`src/design/nnrs_pkg.sv`:
```
// Shared types and constants of the nearest-neighbor RGB scaler.
package nnrs_pkg;

  // Size registers and the fixed-point format of the steps.
  localparam int SZW = 9;
  localparam int SZ_MAX = (2 ** SZW) - 1;
  localparam int FRACW = 16;
  localparam int DVW = SZW + FRACW;
  localparam int ACCW = 32;
  localparam int PIXW = 24;
  localparam int CFG_IDXW = 2;

  // Entries of the queue between the front end and the back end.
  localparam int QDEPTH = 2;

  typedef logic [PIXW-1:0] pixel_t;

  typedef enum logic [CFG_IDXW-1:0] {
    REG_SOURCE_WIDTH  = 2'd0,
    REG_SOURCE_HEIGHT = 2'd1,
    REG_TARGET_WIDTH  = 2'd2,
    REG_TARGET_HEIGHT = 2'd3
  } cfg_reg_e;

  typedef enum logic [1:0] {
    FS_RUN     = 2'd0,
    FS_DIV_ROW = 2'd1,
    FS_DIV_COL = 2'd2
  } front_state_e;

  typedef struct packed {
    logic last_in_row;
    logic last_in_frame;
    logic not_loaded;
  } rd_flags_t;

  typedef struct packed {
    logic busy;
    logic done;
  } div_stat_t;

endpackage

```
`src/design/nnrs_fifo.sv`:
```
// Short queue that decouples the front end from the back end.
module nnrs_fifo import nnrs_pkg::*; #(
  parameter int W = 52
) (
  input  logic         clk_i,
  input  logic         rst_ni,
  input  logic         push_i,
  input  logic [W-1:0] data_i,
  output logic         full_o,
  input  logic         pop_i,
  output logic         empty_o,
  output logic [W-1:0] data_o
);

  localparam int PW = (QDEPTH > 1) ? $clog2(QDEPTH) : 1;
  localparam int NW = $clog2(QDEPTH + 1);

  logic [W-1:0]  slot_q [QDEPTH];
  logic [PW-1:0] wr_ptr_q, rd_ptr_q;
  logic [NW-1:0] count_q;

  function automatic logic [PW-1:0] ptr_next(input logic [PW-1:0] p);
    logic [PW-1:0] r;
    if (p == PW'(QDEPTH - 1)) begin
      r = '0;
    end else begin
      r = p + 1'b1;
    end
    return r;
  endfunction

  assign full_o  = count_q == NW'(QDEPTH);
  assign empty_o = count_q == '0;
  assign data_o  = slot_q[rd_ptr_q];

  always_ff @(posedge clk_i or negedge rst_ni) begin
    if (!rst_ni) begin
      wr_ptr_q <= '0;
      rd_ptr_q <= '0;
      count_q  <= '0;
    end else begin
      if (push_i) begin
        wr_ptr_q <= ptr_next(wr_ptr_q);
      end
      if (pop_i) begin
        rd_ptr_q <= ptr_next(rd_ptr_q);
      end
      if (push_i && !pop_i) begin
        count_q <= count_q + 1'b1;
      end else if (pop_i && !push_i) begin
        count_q <= count_q - 1'b1;
      end
    end
  end

  always_ff @(posedge clk_i) begin
    if (push_i) begin
      slot_q[wr_ptr_q] <= data_i;
    end
  end

  a_no_overflow: assert property (@(posedge clk_i) disable iff (!rst_ni)
    push_i |-> !full_o)
    else $error("queue written while full");

  a_no_underflow: assert property (@(posedge clk_i) disable iff (!rst_ni)
    pop_i |-> !empty_o)
    else $error("queue read while empty");

endmodule

```
`config.mk`:
```
export PLATFORM = sky130hd
export DESIGN_NAME = nnrs_fifo
export DESIGN_NICKNAME = d
export VERILOG_FILES = /design/src/design/nnrs_pkg.sv /design/src/design/nnrs_fifo.sv
export SDC_FILE = /design/constraint.sdc
export NUM_CORES = 1
export LEC_CHECK = 0
export BUFFER_PORTS_ARGS = -buffer_cell sky130_fd_sc_hd__buf_2
export CORE_UTILIZATION = 55
export CTS_CLUSTER_DIAMETER = 200
export DETAILED_ROUTE_END_ITERATION = 16
export MAX_ROUTING_LAYER = met4
export PLACE_DENSITY = 0.91
export SYNTH_ARGS = -nofsm -noshare
export SYNTH_HDL_FRONTEND = slang
export SYNTH_SLANG_ARGS = --single-unit
```
`constraint.sdc`:
```
create_clock -name clk_i -period 9.2 [get_ports clk_i]
set_clock_uncertainty 0.05 [all_clocks]
set_input_delay 1.38 -clock clk_i [delete_from_list [all_inputs] [get_ports clk_i]]
set_output_delay 1.38 -clock clk_i [all_outputs]
set_load 0.01 [all_outputs]
```
# ---- Word level (Yosys, flattened, before mapping)
# Memories as Yosys holds them, arrays and structs flattened.
# Cells that the tools add are included.
dict set report op_classes {
  n_eq_ne 1
  add_sub_neg 4
  n_reduce_logical 6
  n_mux 6
}
# op count
set ops {}
lappend ops {{1-bit two-way mux} 4}
lappend ops {{2-bit two-way mux} 2}
lappend ops {{1-bit adder, second input constant} 2}
lappend ops {{2-bit by 1-bit adder with 2-bit output, second input constant} 1}
lappend ops {{2-bit equality test, second input constant} 1}
lappend ops {{1-bit logical AND} 2}
lappend ops {{1-bit logical NOT} 2}
lappend ops {{2-bit logical NOT} 1}
lappend ops {{2-bit nonzero test} 1}
lappend ops {{2-bit by 1-bit subtractor with 2-bit output, second input constant} 1}
dict set report word_totals {
  ramBits 104
  register_bits 4
  wordCells 21
  memories 1
}
# memory depth width rd rd_ports_with_merged_regs wr line_no
set mem_list {}
lappend mem_list {slot_q 2 52 1 0 1 nnrs_fifo.sv:18} ;# logic [W-1:0] slot_q [QDEPTH];

# ---- Logic depth before layout (Yosys ltp)
dict set report depth {
  ltp_word 4
  mapped_depth 5
  ltp_nobuf 5
}

# ---- Worst setup path before layout
# Ideal clock, no wire load.
dict set report synth_timing {
  path_kind {input port to flip-flop}
  startpoint {input port push_i}
  endpoint {memory slot_q[0][0] (enable)}
  setup_ps 468
  t_arrival_ps 3682
  path_slack_ps 5000
  path_stages 1
  n_path_buf 0
  cell_sequence {nor2b_1}
}
dict set report synth_between {
  elab_chain_cells 2
}
# item line_no
set synth_lines {}
lappend synth_lines {{start: declaration} nnrs_fifo.sv:7} ;# input logic push_i,
lappend synth_lines {{1-bit two-way mux} nnrs_fifo.sv:57} ;# if (push_i) begin
lappend synth_lines {{1-bit two-way mux (implied by the code)} nnrs_fifo.sv:58} ;# slot_q[wr_ptr_q] <= data_i;
lappend synth_lines {{end: declaration} nnrs_fifo.sv:18}
# Every way passes these cells.

# ---- Worst setup path in the final report
dict set report layout_timing {
  startpoint {register rd_ptr_q}
  endpoint {output port data_o[32]}
}
dict set report layout_between {
  elab_chain_cells 1
}
# item line_no
set layout_lines {}
lappend layout_lines {{start: declaration} nnrs_fifo.sv:19} ;# logic [PW-1:0] wr_ptr_q, rd_ptr_q;
lappend layout_lines {{start signal: assignment} nnrs_fifo.sv:46} ;# rd_ptr_q <= ptr_next(rd_ptr_q);
lappend layout_lines {{memory read 2 x 52 bit} n/a}
lappend layout_lines {{end: declaration} nnrs_fifo.sv:12} ;# output logic [W-1:0] data_o
# Every way passes these cells.

==> summary.txt <==
Status - completed
Max Root-Sink Buffers - 2
Ys flop type - edfxtp_1
Number of global-route vias before repair - 1947
Via count - 1971
P per Cell Area - 289 mW/mm^2
Vias per inst - 4.95
Pin count of the biggest net entering global routing - 54
Die Wd - 89.3 um
Fin Setup TNS - 0 ns
Fin. Hold Viols - 0
Worst vdd ir - 0.377 mV
Ys Warns - 0
Grt ovf - 0
Post-synth net total - 235
RSZ-0062 raised after global routing - no
Post-synthesis sequential area ratio - 76.9%
Dpl cell area - 0.00478 sq mm
Req. time, crit path - 7.77 ns
Worst Tran Pin Value - 0.959 ns
Drt initial violations - 50
Gate Count Post-Synth - 178
Max_cap viols - 0
Post-layout min period - 3.43 ns
CTS tree - done
Count of final setup violators - 0
GPL Wtd Cong - 0.646
Share of layout cells above drive strength 1 - 60.2%
Leakage - 2.02 nW
PortBufs - 109
Area delta synth->final - 18.4%
Top cells by area, synth - edfxtp_1 (75%), mux2_4 (18%), buf_12 (2.4%), dfrtp_1 (2.4%), xor2_1 (0.84%)
Initial antenna violation count - 0
# IOs - 110
Die height - 89.3 um
Clk_lat worst skew - 0.34 ns
DRC - 0
Hold Buf Count CTS - 0
# diodes - 0
Crit-path max cell delay - 1.07 ns
Reg clk slew, reported paths - 0.09 ns
Startpoint Class - register
Fin area - 0.00496 sq mm
Fin crit share - 37.3%
Max_slew headroom - 36.1%
Fmax - 291 MHz
First-pass GRT wire length - 8.95 mm
Post-route ant nets - 0
Initial Util - 57.5%
Area share of the largest cell type after synthesis - 74.5%
Syn Area/Cell - 23.5 sq um
CP Max Fanout - 53
Type of the worst min-delay path - register to register
Most numerous cell in the Yosys netlist - edfxtp_1
#FFs+latches synth - 108
CTS root buffer - clkbuf_8
Sink Count - 108
Area of the mapped netlist - 0.00419 sq mm
CP endpoint kind - output pin
Post-DP HPWL - 4.06 mm
Total Routed Length - 6.14 mm
EDFF count, synth - 104
Worst Setup Path Type - register to output pin
Row count - 31
Total CTS buffers - 9
Leading area contributor after synthesis - edfxtp_1
Fraction of registers with async set/reset - 3.70%
Worst-path cell chain - mux2_2, buf_2
Synth top cells by count - edfxtp_1 (104), mux2_4 (49), buf_12 (5)
Nets - 351
WL/cell - 15.4 um
Unique masters post-synth - 13
Arrival @ worst endpoint - 2.00 ns
Die area - 0.00797 sq mm
H-tree depth - 3
Max-slew violations - 0
Post-CTS Setup Repair Bufs - 0
Iteration count of the initial detailed-routing pass - 4
Gr usage total - 16.5%
Critical-path top delay cell - dfrtp_4
# resized after CTS - 0
Core ar. - 0.00729 sq mm
routing by layer:
layer,track usage (%),vias up,share of wire [%]
li1,-,922,-
met1,18.3,973,41
met2,28.3,67,52
met3,4.16,9,4.9
met4,6.93,0,1.5
met5,-,-,0
critical path, delay by kind of cell, from the launching register on:
kind     cells  cell delay, ns
mux          1            0.42
flops        1            1.07
buf+inv      1            0.14
state kept, by name, indices dropped and copies added, names as in the netlist:
register and flops:
count_q 2, rd_ptr_q 1, slot_q 104, wr_ptr_q 1
cells by family (layout without fill, tap and decap cells):
group | after synthesis | after routing | share of synthesized area, %
multiplexers | 52 | 52 | 18.4
AND/OR/NAND/NOR | 5 | 5 | 0.627
XOR/XNOR | 5 | 5 | 1.05
flip-flops | 108 | 108 | 76.9
buffers and inverters | 7 | 128 | 2.75
adder cells (fa/ha/maj) | 1 | 1 | 0.299
final timing paths:
| kind | startpoint | endpoint | slack [ns] | depth (start not counted) |
|---|---|---|---|---|
| worst min-delay path | count_q[1]$_DFFE_PN0P_ | count_q[1]$_DFFE_PN0P_ | 0.46 | 1 |
| worst max-delay path | rd_ptr_q$_DFFE_PN0P_ | data_o[32] | 5.77 | 2 |
| max in group asynchronous | rst_ni | rd_ptr_q$_DFFE_PN0P_ | 8.18 | 1 |
| worst min register to register | count_q[1]$_DFFE_PN0P_ | count_q[1]$_DFFE_PN0P_ | 0.46 | 1 |
| worst max register to register | wr_ptr_q$_DFFE_PN0P_ | slot_q[0][26]$_DFFE_PP_ | 7.28 | 2 |
| min in group asynchronous | rst_ni | count_q[1]$_DFFE_PN0P_ | 0.77 | 1 |
metrics by stage:
stage	std cells	power, mW	setup WS [ns]	utilization [%]	hold WS, ns
floorplan	178	1.08	5.00	-	0.403
global route	398	1.51	5.68	68.1	0.507
detailed placement	382	1.19	6.12	65.5	0.443
CTS	398	1.45	5.73	68.1	0.466
finish	398	1.43	5.77	68.1	0.461
global placement	382	1.17	6.15	65.5	0.423
final cells by class:
| class | instances | area (sq um) |
|---|---|---|
| sequential | 108 | 3230 |
| fill | 498 | 2330 |
| multi-input combinational | 63 | 861 |
| timing repair buffer | 111 | 561 |
| clock buffer | 11 | 131 |
| tap | 99 | 124 |
| clock inverter | 5 | 55.1 |
| inverter | 1 | 3.75 |
where the power goes:
part           internal, mW  leakage, nW  switching (mW)
combinational         0.251        0.905           0.171
clock                 0.125       0.0893           0.142
sequential            0.654         1.02          0.0903
total                  1.03         2.02           0.404
cells in the final DEF, fill, tap and decap left out:
cell	netlist	routed
and2_2	0	1
buf_2	0	109
buf_4	0	2
bufinv_16	0	1
clkbuf_1	0	2
clkbuf_8	0	9
clkinv_2	0	2
clkinvlp_4	0	2
dfrtp_1	4	3
dfrtp_4	0	1
edfxtp_1	104	104
ha_1	1	1
inv_1	1	1
mux2_2	3	3
mux2_4	49	49
nor2_1	2	2
nor2b_1	2	1
nor2b_4	0	1
xnor2_1	1	1
xor2_1	4	4
No activity file was read; power rests on OpenSTA's default activity.
