`config.mk`:
```
export PLATFORM = sky130hd
export DESIGN_NAME = nnrs_front
export DESIGN_NICKNAME = d
export VERILOG_FILES = /design/src/design/nnrs_pkg.sv /design/src/design/nnrs_div.sv /design/src/design/nnrs_front.sv
export SDC_FILE = /design/constraint.sdc
export NUM_CORES = 1
export LEC_CHECK = 0
export BUFFER_PORTS_ARGS = -buffer_cell sky130_fd_sc_hd__buf_2
export CAP_MARGIN = 5
export CORE_ASPECT_RATIO = 0.6
export CORE_MARGIN = 3
export CORE_UTILIZATION = 55
export CTS_CLUSTER_DIAMETER = 100
export DETAILED_ROUTE_END_ITERATION = 6
export MAX_ROUTING_LAYER = met4
export PLACE_DENSITY = 0.72
export SETUP_SLACK_MARGIN = 0.5
export SLEW_MARGIN = 20
export SYNTH_ARGS = -nofsm -noshare
export SYNTH_HDL_FRONTEND = slang
export SYNTH_HIERARCHICAL = 1
export SYNTH_SLANG_ARGS = --single-unit
```
`constraint.sdc`:
```
create_clock -name clk_i -period 13.1 [get_ports clk_i]
set_clock_uncertainty 0.15 [all_clocks]
set_input_delay 0.655 -clock clk_i [delete_from_list [all_inputs] [get_ports clk_i]]
set_output_delay 0.655 -clock clk_i [all_outputs]
set_load 0.1 [all_outputs]
```
`src/design/nnrs_pkg.sv`:
```
// Shared types and constants of the nearest-neighbor RGB scaler.
package nnrs_pkg;

  // Size registers and the fixed-point format of the steps.
  localparam int SZW = 9;
  localparam int SZ_MAX = (2 ** SZW) - 1;
  localparam int FRACW = 16;
  localparam int DVW = SZW + FRACW;
  localparam int ACCW = 32;
  localparam int PIXW = 24;
  localparam int CFG_IDXW = 2;

  // Entries of the queue between the front end and the back end.
  localparam int QDEPTH = 2;

  typedef logic [PIXW-1:0] pixel_t;

  typedef enum logic [CFG_IDXW-1:0] {
    REG_SOURCE_WIDTH  = 2'd0,
    REG_SOURCE_HEIGHT = 2'd1,
    REG_TARGET_WIDTH  = 2'd2,
    REG_TARGET_HEIGHT = 2'd3
  } cfg_reg_e;

  typedef enum logic [1:0] {
    FS_RUN     = 2'd0,
    FS_DIV_ROW = 2'd1,
    FS_DIV_COL = 2'd2
  } front_state_e;

  typedef struct packed {
    logic last_in_row;
    logic last_in_frame;
    logic not_loaded;
  } rd_flags_t;

  typedef struct packed {
    logic busy;
    logic done;
  } div_stat_t;

endpackage

```
`src/design/nnrs_div.sv`:
```
// Restoring divider that produces one quotient bit per cycle for the step values.
module nnrs_div import nnrs_pkg::*; (
  input  logic             clk_i,
  input  logic             rst_ni,
  input  logic             start_i,
  input  logic [DVW-1:0]   num_i,
  input  logic [SZW-1:0]   den_i,
  output div_stat_t        stat_o,
  output logic [DVW-1:0]   quot_o
);

  localparam int CNTW = $clog2(DVW + 1);

  logic [DVW-1:0]  quot_q, quot_d;
  logic [SZW-1:0]  rem_q, rem_d;
  logic [SZW-1:0]  den_q;
  logic [CNTW-1:0] cnt_q;
  logic            busy_q;
  logic            done_q;
  logic [SZW:0]    trial;
  logic [SZW:0]    diff;
  logic            fits;

  assign trial  = {rem_q, quot_q[DVW-1]};
  assign fits   = trial >= {1'b0, den_q};
  assign diff   = trial - {1'b0, den_q};
  assign rem_d  = fits ? diff[SZW-1:0] : trial[SZW-1:0];
  assign quot_d = {quot_q[DVW-2:0], fits};

  always_ff @(posedge clk_i or negedge rst_ni) begin
    if (!rst_ni) begin
      busy_q <= 1'b0;
      done_q <= 1'b0;
      cnt_q  <= '0;
    end else begin
      done_q <= busy_q && !start_i && (cnt_q == CNTW'(1));
      if (start_i) begin
        busy_q <= 1'b1;
        cnt_q  <= CNTW'(DVW);
      end else if (busy_q) begin
        cnt_q <= cnt_q - 1'b1;
        if (cnt_q == CNTW'(1)) begin
          busy_q <= 1'b0;
        end
      end
    end
  end

  always_ff @(posedge clk_i) begin
    if (start_i) begin
      quot_q <= num_i;
      rem_q  <= '0;
      den_q  <= den_i;
    end else if (busy_q) begin
      quot_q <= quot_d;
      rem_q  <= rem_d;
    end
  end

  assign stat_o.busy = busy_q;
  assign stat_o.done = done_q;
  assign quot_o      = quot_q;

  // A new division must never be started on top of one in flight.
  a_no_restart: assert property (@(posedge clk_i) disable iff (!rst_ni)
    start_i |-> !busy_q)
    else $error("divider restarted while busy");

endmodule

```
`src/design/nnrs_front.sv`:
```
// Front end: size registers, frame loading, step computation and source address generation.
module nnrs_front import nnrs_pkg::*; #(
  parameter int MAX_WIDTH  = 256,
  parameter int MAX_HEIGHT = 256,
  parameter int AW         = 16
) (
  input  logic                clk_i,
  input  logic                rst_ni,
  input  logic                cfg_valid_i,
  output logic                cfg_ready_o,
  input  logic [CFG_IDXW-1:0] cfg_index_i,
  input  logic [SZW-1:0]      cfg_data_i,
  input  logic                in_valid_i,
  output logic                in_stall_o,
  input  logic                kind_i,
  input  logic [7:0]          red_i,
  input  logic [7:0]          green_i,
  input  logic [7:0]          blue_i,
  input  logic                q_full_i,
  output logic                op_push_o,
  output logic                op_write_o,
  output logic [AW-1:0]       op_addr_o,
  output pixel_t              op_data_o,
  output rd_flags_t           op_flags_o
);

  localparam int STORE_DEPTH = MAX_WIDTH * MAX_HEIGHT;
  localparam int CW = $clog2(STORE_DEPTH + 1);
  localparam int PRODW = 2 * SZW;
  localparam int CMPW = (CW > PRODW) ? CW : PRODW;
  localparam int INTW = ACCW - FRACW;
  localparam logic [SZW-1:0] W_LIM = (MAX_WIDTH > SZ_MAX) ? SZW'(SZ_MAX) : SZW'(MAX_WIDTH);
  localparam logic [SZW-1:0] H_LIM = (MAX_HEIGHT > SZ_MAX) ? SZW'(SZ_MAX) : SZW'(MAX_HEIGHT);

  function automatic logic [SZW-1:0] clamp_sz(input logic [SZW-1:0] v,
                                              input logic [SZW-1:0] lim);
    logic [SZW-1:0] r;
    if (v == '0) begin
      r = SZW'(1);
    end else if (v > lim) begin
      r = lim;
    end else begin
      r = v;
    end
    return r;
  endfunction

  front_state_e   state_q, state_d;

  logic [SZW-1:0] src_w_q, src_h_q, dst_w_q, dst_h_q;
  logic [SZW-1:0] sw, sh, tw, th;
  logic [SZW-1:0] sw_m1, sh_m1;
  logic [PRODW-1:0] frame_size;

  logic [CW-1:0]  load_cnt_q, load_cnt_d, cnt_after;
  logic           loaded_q, loaded_d;
  logic [ACCW-1:0] row_acc_q, row_acc_d, col_acc_q, col_acc_d;
  logic [SZW-1:0] dcol_q, dcol_d, drow_q, drow_d;
  logic [SZW:0]   dcol_inc, drow_inc;
  logic [DVW-1:0] row_step_q, col_step_q;
  logic [SZW-1:0] row_den_q, col_num_q, col_den_q;

  logic           in_fire, store_fire, fetch_fire;
  logic           can_store, load_done;
  logic           row_end, frame_end;
  logic [INTW-1:0] row_int;
  logic [INTW:0]  col_int;
  logic [SZW-1:0] srow, scol;
  logic [PRODW-1:0] pix_idx;

  logic           div_start;
  logic [DVW-1:0] div_num;
  logic [SZW-1:0] div_den;
  div_stat_t      div_stat;
  logic [DVW-1:0] div_quot;

  // Configuration registers.
  assign cfg_ready_o = 1'b1;

  always_ff @(posedge clk_i or negedge rst_ni) begin
    if (!rst_ni) begin
      src_w_q <= SZW'(1);
      src_h_q <= SZW'(1);
      dst_w_q <= SZW'(1);
      dst_h_q <= SZW'(1);
    end else if (cfg_valid_i && cfg_ready_o) begin
      case (cfg_reg_e'(cfg_index_i))
        REG_SOURCE_WIDTH:  src_w_q <= cfg_data_i;
        REG_SOURCE_HEIGHT: src_h_q <= cfg_data_i;
        REG_TARGET_WIDTH:  dst_w_q <= cfg_data_i;
        REG_TARGET_HEIGHT: dst_h_q <= cfg_data_i;
        default: ;
      endcase
    end
  end

  assign sw = clamp_sz(src_w_q, W_LIM);
  assign sh = clamp_sz(src_h_q, H_LIM);
  assign tw = clamp_sz(dst_w_q, W_LIM);
  assign th = clamp_sz(dst_h_q, H_LIM);
  assign sw_m1 = sw - 1'b1;
  assign sh_m1 = sh - 1'b1;
  assign frame_size = PRODW'(sw) * PRODW'(sh);

  // Input handshake and item classification.
  assign in_fire    = in_valid_i && !in_stall_o;
  assign store_fire = in_fire && !kind_i;
  assign fetch_fire = in_fire && kind_i;

  assign can_store = !loaded_q && (CMPW'(load_cnt_q) < CMPW'(frame_size));
  assign cnt_after = can_store ? load_cnt_q + 1'b1 : load_cnt_q;
  assign load_done = store_fire && !loaded_q && (CMPW'(cnt_after) >= CMPW'(frame_size));

  // Source coordinates: the row truncates, the column rounds to the nearer pixel.
  assign row_int = row_acc_q[ACCW-1:FRACW];
  assign col_int = {1'b0, col_acc_q[ACCW-1:FRACW]} + (INTW+1)'(col_acc_q[FRACW-1]);
  assign srow = (row_int > INTW'(sh_m1)) ? sh_m1 : row_int[SZW-1:0];
  assign scol = (col_int > (INTW+1)'(sw_m1)) ? sw_m1 : col_int[SZW-1:0];
  assign pix_idx = PRODW'(srow) * PRODW'(sw) + PRODW'(scol);

  assign dcol_inc  = {1'b0, dcol_q} + 1'b1;
  assign drow_inc  = {1'b0, drow_q} + 1'b1;
  assign row_end   = dcol_inc >= {1'b0, tw};
  assign frame_end = row_end && (drow_inc >= {1'b0, th});

  always_comb begin
    load_cnt_d = load_cnt_q;
    loaded_d   = loaded_q;
    row_acc_d  = row_acc_q;
    col_acc_d  = col_acc_q;
    dcol_d     = dcol_q;
    drow_d     = drow_q;
    if (store_fire && can_store) begin
      load_cnt_d = cnt_after;
    end
    if (load_done) begin
      loaded_d  = 1'b1;
      row_acc_d = '0;
      col_acc_d = '0;
      dcol_d    = '0;
      drow_d    = '0;
    end
    if (fetch_fire && loaded_q) begin
      col_acc_d = col_acc_q + ACCW'(col_step_q);
      dcol_d    = dcol_inc[SZW-1:0];
      if (row_end) begin
        dcol_d    = '0;
        col_acc_d = '0;
        row_acc_d = row_acc_q + ACCW'(row_step_q);
        drow_d    = drow_inc[SZW-1:0];
        if (frame_end) begin
          drow_d     = '0;
          row_acc_d  = '0;
          loaded_d   = 1'b0;
          load_cnt_d = '0;
        end
      end
    end
  end

  always_ff @(posedge clk_i or negedge rst_ni) begin
    if (!rst_ni) begin
      state_q    <= FS_RUN;
      load_cnt_q <= '0;
      loaded_q   <= 1'b0;
      row_acc_q  <= '0;
      col_acc_q  <= '0;
      dcol_q     <= '0;
      drow_q     <= '0;
      row_step_q <= '0;
      col_step_q <= '0;
    end else begin
      state_q    <= state_d;
      load_cnt_q <= load_cnt_d;
      loaded_q   <= loaded_d;
      row_acc_q  <= row_acc_d;
      col_acc_q  <= col_acc_d;
      dcol_q     <= dcol_d;
      drow_q     <= drow_d;
      // A target size of one gives a zero step, the divisor is then zero.
      if (state_q == FS_DIV_ROW && div_stat.done) begin
        row_step_q <= (row_den_q == '0) ? '0 : div_quot;
      end
      if (state_q == FS_DIV_COL && div_stat.done) begin
        col_step_q <= (col_den_q == '0) ? '0 : div_quot;
      end
    end
  end

  // Sizes are captured when the frame completes so the column division uses them.
  always_ff @(posedge clk_i) begin
    if (load_done) begin
      row_den_q <= th - 1'b1;
      col_num_q <= sw_m1;
      col_den_q <= tw - 1'b1;
    end
  end

  // Step sequencer: the row step first, then the column step, on one divider.
  always_comb begin
    state_d = state_q;
    case (state_q)
      FS_RUN: begin
        if (load_done) begin
          state_d = FS_DIV_ROW;
        end
      end
      FS_DIV_ROW: begin
        if (div_stat.done) begin
          state_d = FS_DIV_COL;
        end
      end
      FS_DIV_COL: begin
        if (div_stat.done) begin
          state_d = FS_RUN;
        end
      end
      default: state_d = FS_RUN;
    endcase
  end

  always_comb begin
    div_start  = 1'b0;
    div_num    = {sh_m1, {FRACW{1'b0}}};
    div_den    = th - 1'b1;
    in_stall_o = q_full_i || div_stat.busy;
    case (state_q)
      FS_RUN: begin
        div_start = load_done;
      end
      FS_DIV_ROW: begin
        div_start  = div_stat.done;
        div_num    = {col_num_q, {FRACW{1'b0}}};
        div_den    = col_den_q;
        in_stall_o = 1'b1;
      end
      FS_DIV_COL: begin
        in_stall_o = 1'b1;
      end
      default: begin
        in_stall_o = 1'b1;
      end
    endcase
  end

  nnrs_div u_div (
    .clk_i   (clk_i),
    .rst_ni  (rst_ni),
    .start_i (div_start),
    .num_i   (div_num),
    .den_i   (div_den),
    .stat_o  (div_stat),
    .quot_o  (div_quot)
  );

  // Commands toward the back end.
  assign op_push_o  = (store_fire && can_store) || fetch_fire;
  assign op_write_o = !kind_i;
  assign op_data_o  = {red_i, green_i, blue_i};

  always_comb begin
    if (!kind_i) begin
      op_addr_o = AW'(load_cnt_q);
    end else if (loaded_q) begin
      op_addr_o = AW'(pix_idx);
    end else begin
      op_addr_o = '0;
    end
  end

  assign op_flags_o.last_in_row   = loaded_q && row_end;
  assign op_flags_o.last_in_frame = loaded_q && frame_end;
  assign op_flags_o.not_loaded    = !loaded_q;

endmodule

```
After elaboration in Yosys (flattened, before gate mapping)
Cells that the tools add are included.

cells by class
  $add $sub $neg = 13
  multipliers = 2
  order comparisons = 11
  equal/unequal tests = 9
  multiplexer cells = 53
  reduce and logical (&&, ||, !) cells = 36

operators with widths
  operator                 number
  $mux W32                 7
  $mux W9                  19
  $mux W25                 5
  $mux W17                 5
  $add A32 B25 Y32         2
  $logic_not A9 Y1         6
  $gt A9 B9 Y1 const B     4
  $sub A9 B1 Y9 const B    4
  $mux W16                 2
  $ge A10 B9 Y1            3
  $add A9 B1 Y10 const B   2
  $ge A17 B18 Y1           1
  $lt A17 B18 Y1           1
  $mul A9 B9 Y18           1
  $add A16 B1 Y17          1
  $add A17 B1 Y17 const B  1
  $gt A17 B9 Y1            1
  $add A16 B9 Y16          1
  $gt A16 B9 Y1            1
  $mul A9 B9 Y16           1
  $logic_and A1 B1 Y1      15
  $mux W5                  2
  $sub A9 B9 Y9            1
  $mux W1                  8
  15 further kinds         30

storage, ports and cells
  register bits = 265
  input port bits = 41
  logic and storage cells = 146

Logic depth before layout (Yosys ltp)
  depth in word-level cells = 13
  depth in mapped cells = 43
  depth with buffers taken out = 40

By module
The synthesis kept the hierarchy.

by module, submodules not included
  module      instances  cells each  area an instance (um2)  sequential area each (um2)
  nnrs_front  1          2150        19568.8                 5520.3
  nnrs_div    1          202         2558.7                  1376.3

Least setup slack after synthesis
OpenSTA, ideal clock, no wires.

  path kind = register -> output
  start = register src_h_q[1]
  end = output op_addr_o[14]
  arrival = 9.489 ns
  required time = 12.295 ns
  slack = 2.806 ns
  cell stages (with the launch flop) = 36
  buffers on the path = 2
  cell sequence = dfrtp_1 > or4_4 > o41ai_4 > and2_4 > buf_8 > inv_4 > ha_1 > nand3_1 > or3_1 > xnor2_1 > ha_1 > nand2_1 > o21ai_0 > or3_1 > o21ai_1 > buf_2 > mux2i_1 > nand2_1 > fa_1 > inv_1 > fa_1 > ha_1 > inv_1 > fa_1 > inv_1 > fa_1 > ha_1 > or2_2 > o31a_1 > a31oi_1 > o21bai_1 > a2111oi_0 > or3_1 > o21ai_0 > xnor2_1 > o22ai_1

between the ends
  word-level cells in the longest chain between the ends = 10

RTL lines
  item                      RTL line           source
  start: declaration        nnrs_front.sv:50   logic [SZW-1:0] src_w_q, src_h_q, dst_w_q, dst_h_q;
  start signal: assignment  nnrs_front.sv:89   REG_SOURCE_HEIGHT: src_h_q <= cfg_data_i;
  $gt A9 B9 Y1              nnrs_front.sv:40   end else if (v > lim) begin
  $mux W9                   nnrs_front.sv:40
  $mux W9 *                 nnrs_front.sv:38   if (v == '0) begin
  $sub A9 B1 Y9 *           nnrs_front.sv:102  assign sh_m1 = sh - 1'b1;
  $gt A16 B9 Y1             nnrs_front.sv:117  assign srow = (row_int > INTW'(sh_m1)) ? sh_m1 : row_int[SZW-1:0];
  $mux W9 *                 nnrs_front.sv:117
  $mul A9 B9 Y16 *          nnrs_front.sv:119  assign pix_idx = PRODW'(srow) * PRODW'(sw) + PRODW'(scol);
  $add A16 B9 Y16 *         nnrs_front.sv:119
  $mux W16 *                nnrs_front.sv:264  end else if (loaded_q) begin
  $mux W16 *                nnrs_front.sv:262  if (!kind_i) begin
  end: declaration          nnrs_front.sv:22   output logic [AW-1:0] op_addr_o,

Every way passes the cells marked *; elsewhere a longest branch is shown, timed or not.

Final worst setup path
  start = register src_h_q[8]
  end = output op_addr_o[14]

Same word-level chain as after synthesis.

==> summary.txt <==
Synthesis
  – Top_reg_cell synth: dfrtp_1
  – Post-Synthesis Cell Area: 22,130 um^2
  – Most common cell in the netlist: nand2_1
  – Register area share after synthesis: 0.3117
  – Synthesized instance count: 2,352
  – Unique masters post-synth: 91
  – Syn Area/Cell: 9.408 um^2
  – Commonest cells post-synth: 259 x nand2_1, 220 x ha_1, 214 x inv_1, 191 x dfrtp_1, 174 x nor2_1
  – Top cells by area, synth: dfrtp_1 22%, ha_1 12%, fa_1 9.7%
  – Post-synth EDFFs: 61
  – Synth Register Bits: 265
  – Area leader, netlist: dfrtp_1
  – Asr flop ratio synth: 0.7358
  – Synth warn: 6
  – Post-synth top area share: 0.2160

Outcome
  – Outcome: completed

Die
  – Row Count: 56
  – Die Wd: 264.9 um
  – Starting Density: 0.5619
  – Core Area: 39,380 um^2
  – Die Ht: 161.4 um
  – Die ar.: 42,750 um^2
  – Io pins: 88

Route
  – Vias per std cell: 6.100
  – Antenna-violating nets left: 0
  – Routed len/inst: 20.77 um
  – Initial DRC count: 1,809
  – Drt drc: 0
  – DR pass1 iterations: 5
  – Via Count: 17,630
  – Final WL: 60,040 um

Global route
  – Vias in the first global route: 16,880
  – Largest net degree at the start of global routing: 77
  – Met3 Use GR: 0.08861
  – Top Usage Layer GRT: met1
  – Total GRT Usage: 0.2915
  – First-pass GRT wire length: 95,650 um
  – GRT met1 Usage: 0.4620
  – Antenna violations before repair: 1
  – GR Overflow Total: 0
  – Global Route met2 Usage: 0.3653

Clocking
  – H-tree Lvls: 1
  – Post-CTS setup buffer count: 0
  – Root buffer selected by CTS: clkbuf_16
  – Clk Latency, worst-skew pair: 0.56 ns
  – CTS tree: built
  – Clock Sink Count: 265
  – Total CTS buffers: 26
  – CTS clock-pin slew for the worst setup and hold paths: 0.07 ns
  – CTS Buffer Depth: 3

Timing
  – Slew Viols, Final: 0
  – Max_slew headroom: 0.2533
  – Crit share post-route: 0.8935
  – Endpoints failing hold: 0
  – Least-Margin Pin Slew: 1.120 ns
  – RSZ-0062 raised after global routing: false
  – Hold slack: 0.2823 ns
  – Final setup fails: 0
  – PnR worst setup slack: 1.396 ns
  – Min Clock Period, post-route: 11.70 ns
  – Fmax: 85.44 MHz
  – Total negative slack: 0 ns

Layout
  – FILL cells: 3,308
  – Layout cell share with drive strength beyond 1: 0.09379
  – Post-route core utilization: 0.5998
  – Layout Nets: 2,715
  – Area delta synth->final: 6.740%
  – Design Area, Final: 23,620 um^2

Place
  – Gpl congestion: 0.9775
  – Placement Setup Slack: 1.736 ns
  – IO Port Bufs: 38
  – DP HPWL: 46,380 um
  – DP Area: 22,670 um^2

Worst setup path
  – Reg2reg setup slack: 1.85 ns
  – CP Class: flop to primary output
  – Slowest-stage cell, CP: mux2i_1
  – Worst EP required: 12.30 ns
  – Arrival time worst endpoint: 10.90 ns
  – Crit path largest cell delay: 0.78 ns
  – Crit-path max FO: 18
  – Cells on worst reg2reg path: 35
  – Crit start category: flop
  – R2R Path End: u_div/quot_o[22]
  – Reg2reg start: src_w_q[8]
  – Crit. End Element: primary output

Flow run
  – Number of max-cap violations: 0

Hold path
  – Hold/Removal Path Class: primary input to flop
  – Hold path start: cfg_data_i[8]
  – Hold path depth: 2
  – Hold EP: dst_h_q[8]

Power
  – Worst vdd ir: 0.08684 mV
  – Leakage: 11.49 nW
  – PD cells: 125.7 nW/um^2
## placed cells by master (no fill, tap or decap), types with 80 or more instances in the layout
master	Yosys	routed
a21oi_1	113	112
dfrtp_1	191	191
fa_1	107	107
ha_1	220	220
inv_1	214	213
nand2_1	259	258
nor2_1	174	173
o21ai_0	106	106
xnor2_1	80	80
## critical path, delay by kind of cell, from the launching register on
| kind | cells | cell delay (ns) |
|---|---|---|
| XOR/XNOR | 2 | 0.63 |
| multiplexers | 1 | 0.78 |
| flip-flops | 1 | 0.73 |
| adder cells (fa/ha/maj) | 8 | 3.32 |
| buffers and inverters | 6 | 1.12 |
| AND/OR/NAND/NOR | 8 | 1.94 |
| AO/OA/AOI/OAI | 8 | 1.82 |
## stage by stage
stage | total power, mW | cells
after global placement | 2.080 | 2840
after global routing | 3.147 | 2890
final | 2.969 | 2891
after floorplan | 1.801 | 2369
after CTS | 2.949 | 2889
after detailed placement | 2.125 | 2840
## sequential cells by signal (all words and copies together) (netlist names), 17 cells and up
register      count
load_cnt_q       17
row_acc_q        32
col_acc_q        32
col_step_q       25
row_step_q       25
u_div/quot_o     25
## what timing repair did
action | in CTS | in global routing
endpoints found under the setup margin | 0 | 1
hold endpoints to repair | 1 | 0
hold buffers | 1 | 0
resized for setup | 0 | 1
## where the power goes
group / total, mW / switching, mW / internal [mW]
registers: 1.00 / 0.0778 / 0.926
logic: 1.15 / 0.730 / 0.423
clock network: 0.813 / 0.343 / 0.470
total: 2.97 / 1.15 / 1.82
## worst max-delay path by stage
stage	from	endpoint	slack, ns	cells past startpoint
6_report	src_h_q[8]	op_addr_o[14]	1.40	33
2_1_floorplan	src_h_q[1]	op_addr_o[14]	2.81	35
3_5_place_dp	src_w_q[8]	col_acc_q[14]	1.74	37
4_1_cts	src_h_q[8]	op_addr_o[14]	1.25	33
5_1_grt	src_h_q[8]	op_addr_o[14]	0.78	33
3_3_place_gp	src_h_q[8]	op_addr_o[14]	1.88	33
## layout make-up
class                   count  area, um^2  area share
well taps                 522       653.1     0.02765
clock inverters            13       166.4    0.007046
flip-flops and latches    265        6897      0.2920
multi-input cells        1780       13980      0.5918
diodes                      2       5.005   0.0002119
repair buffers             57       344.1     0.01457
inverters                 217       817.0     0.03459
clock buffers              35       758.2     0.03210
## metal layers
metal	up-vias	wire, um	part of all wire
met2	737	22550	0.38
met5	-	0	0
li1	8148	-	-
met4	0	681	0.011
met1	8695	30130	0.50
met3	54	6679	0.11
## cells by family after synthesis
| logic type | Yosys count | synth area share |
|---|---|---|
| AOI/OAI and AO/OA | 503 | 0.1561 |
| xor gates and xnor gates | 139 | 0.05502 |
| adders and majority gates | 327 | 0.2212 |
| buffers and inverters | 324 | 0.06101 |
| DFF | 265 | 0.3117 |
| muxes | 91 | 0.04529 |
| other | 2 | 0.0003394 |
| and+or+nand+nor | 701 | 0.1494 |
(Power assumes the default switching activity.)
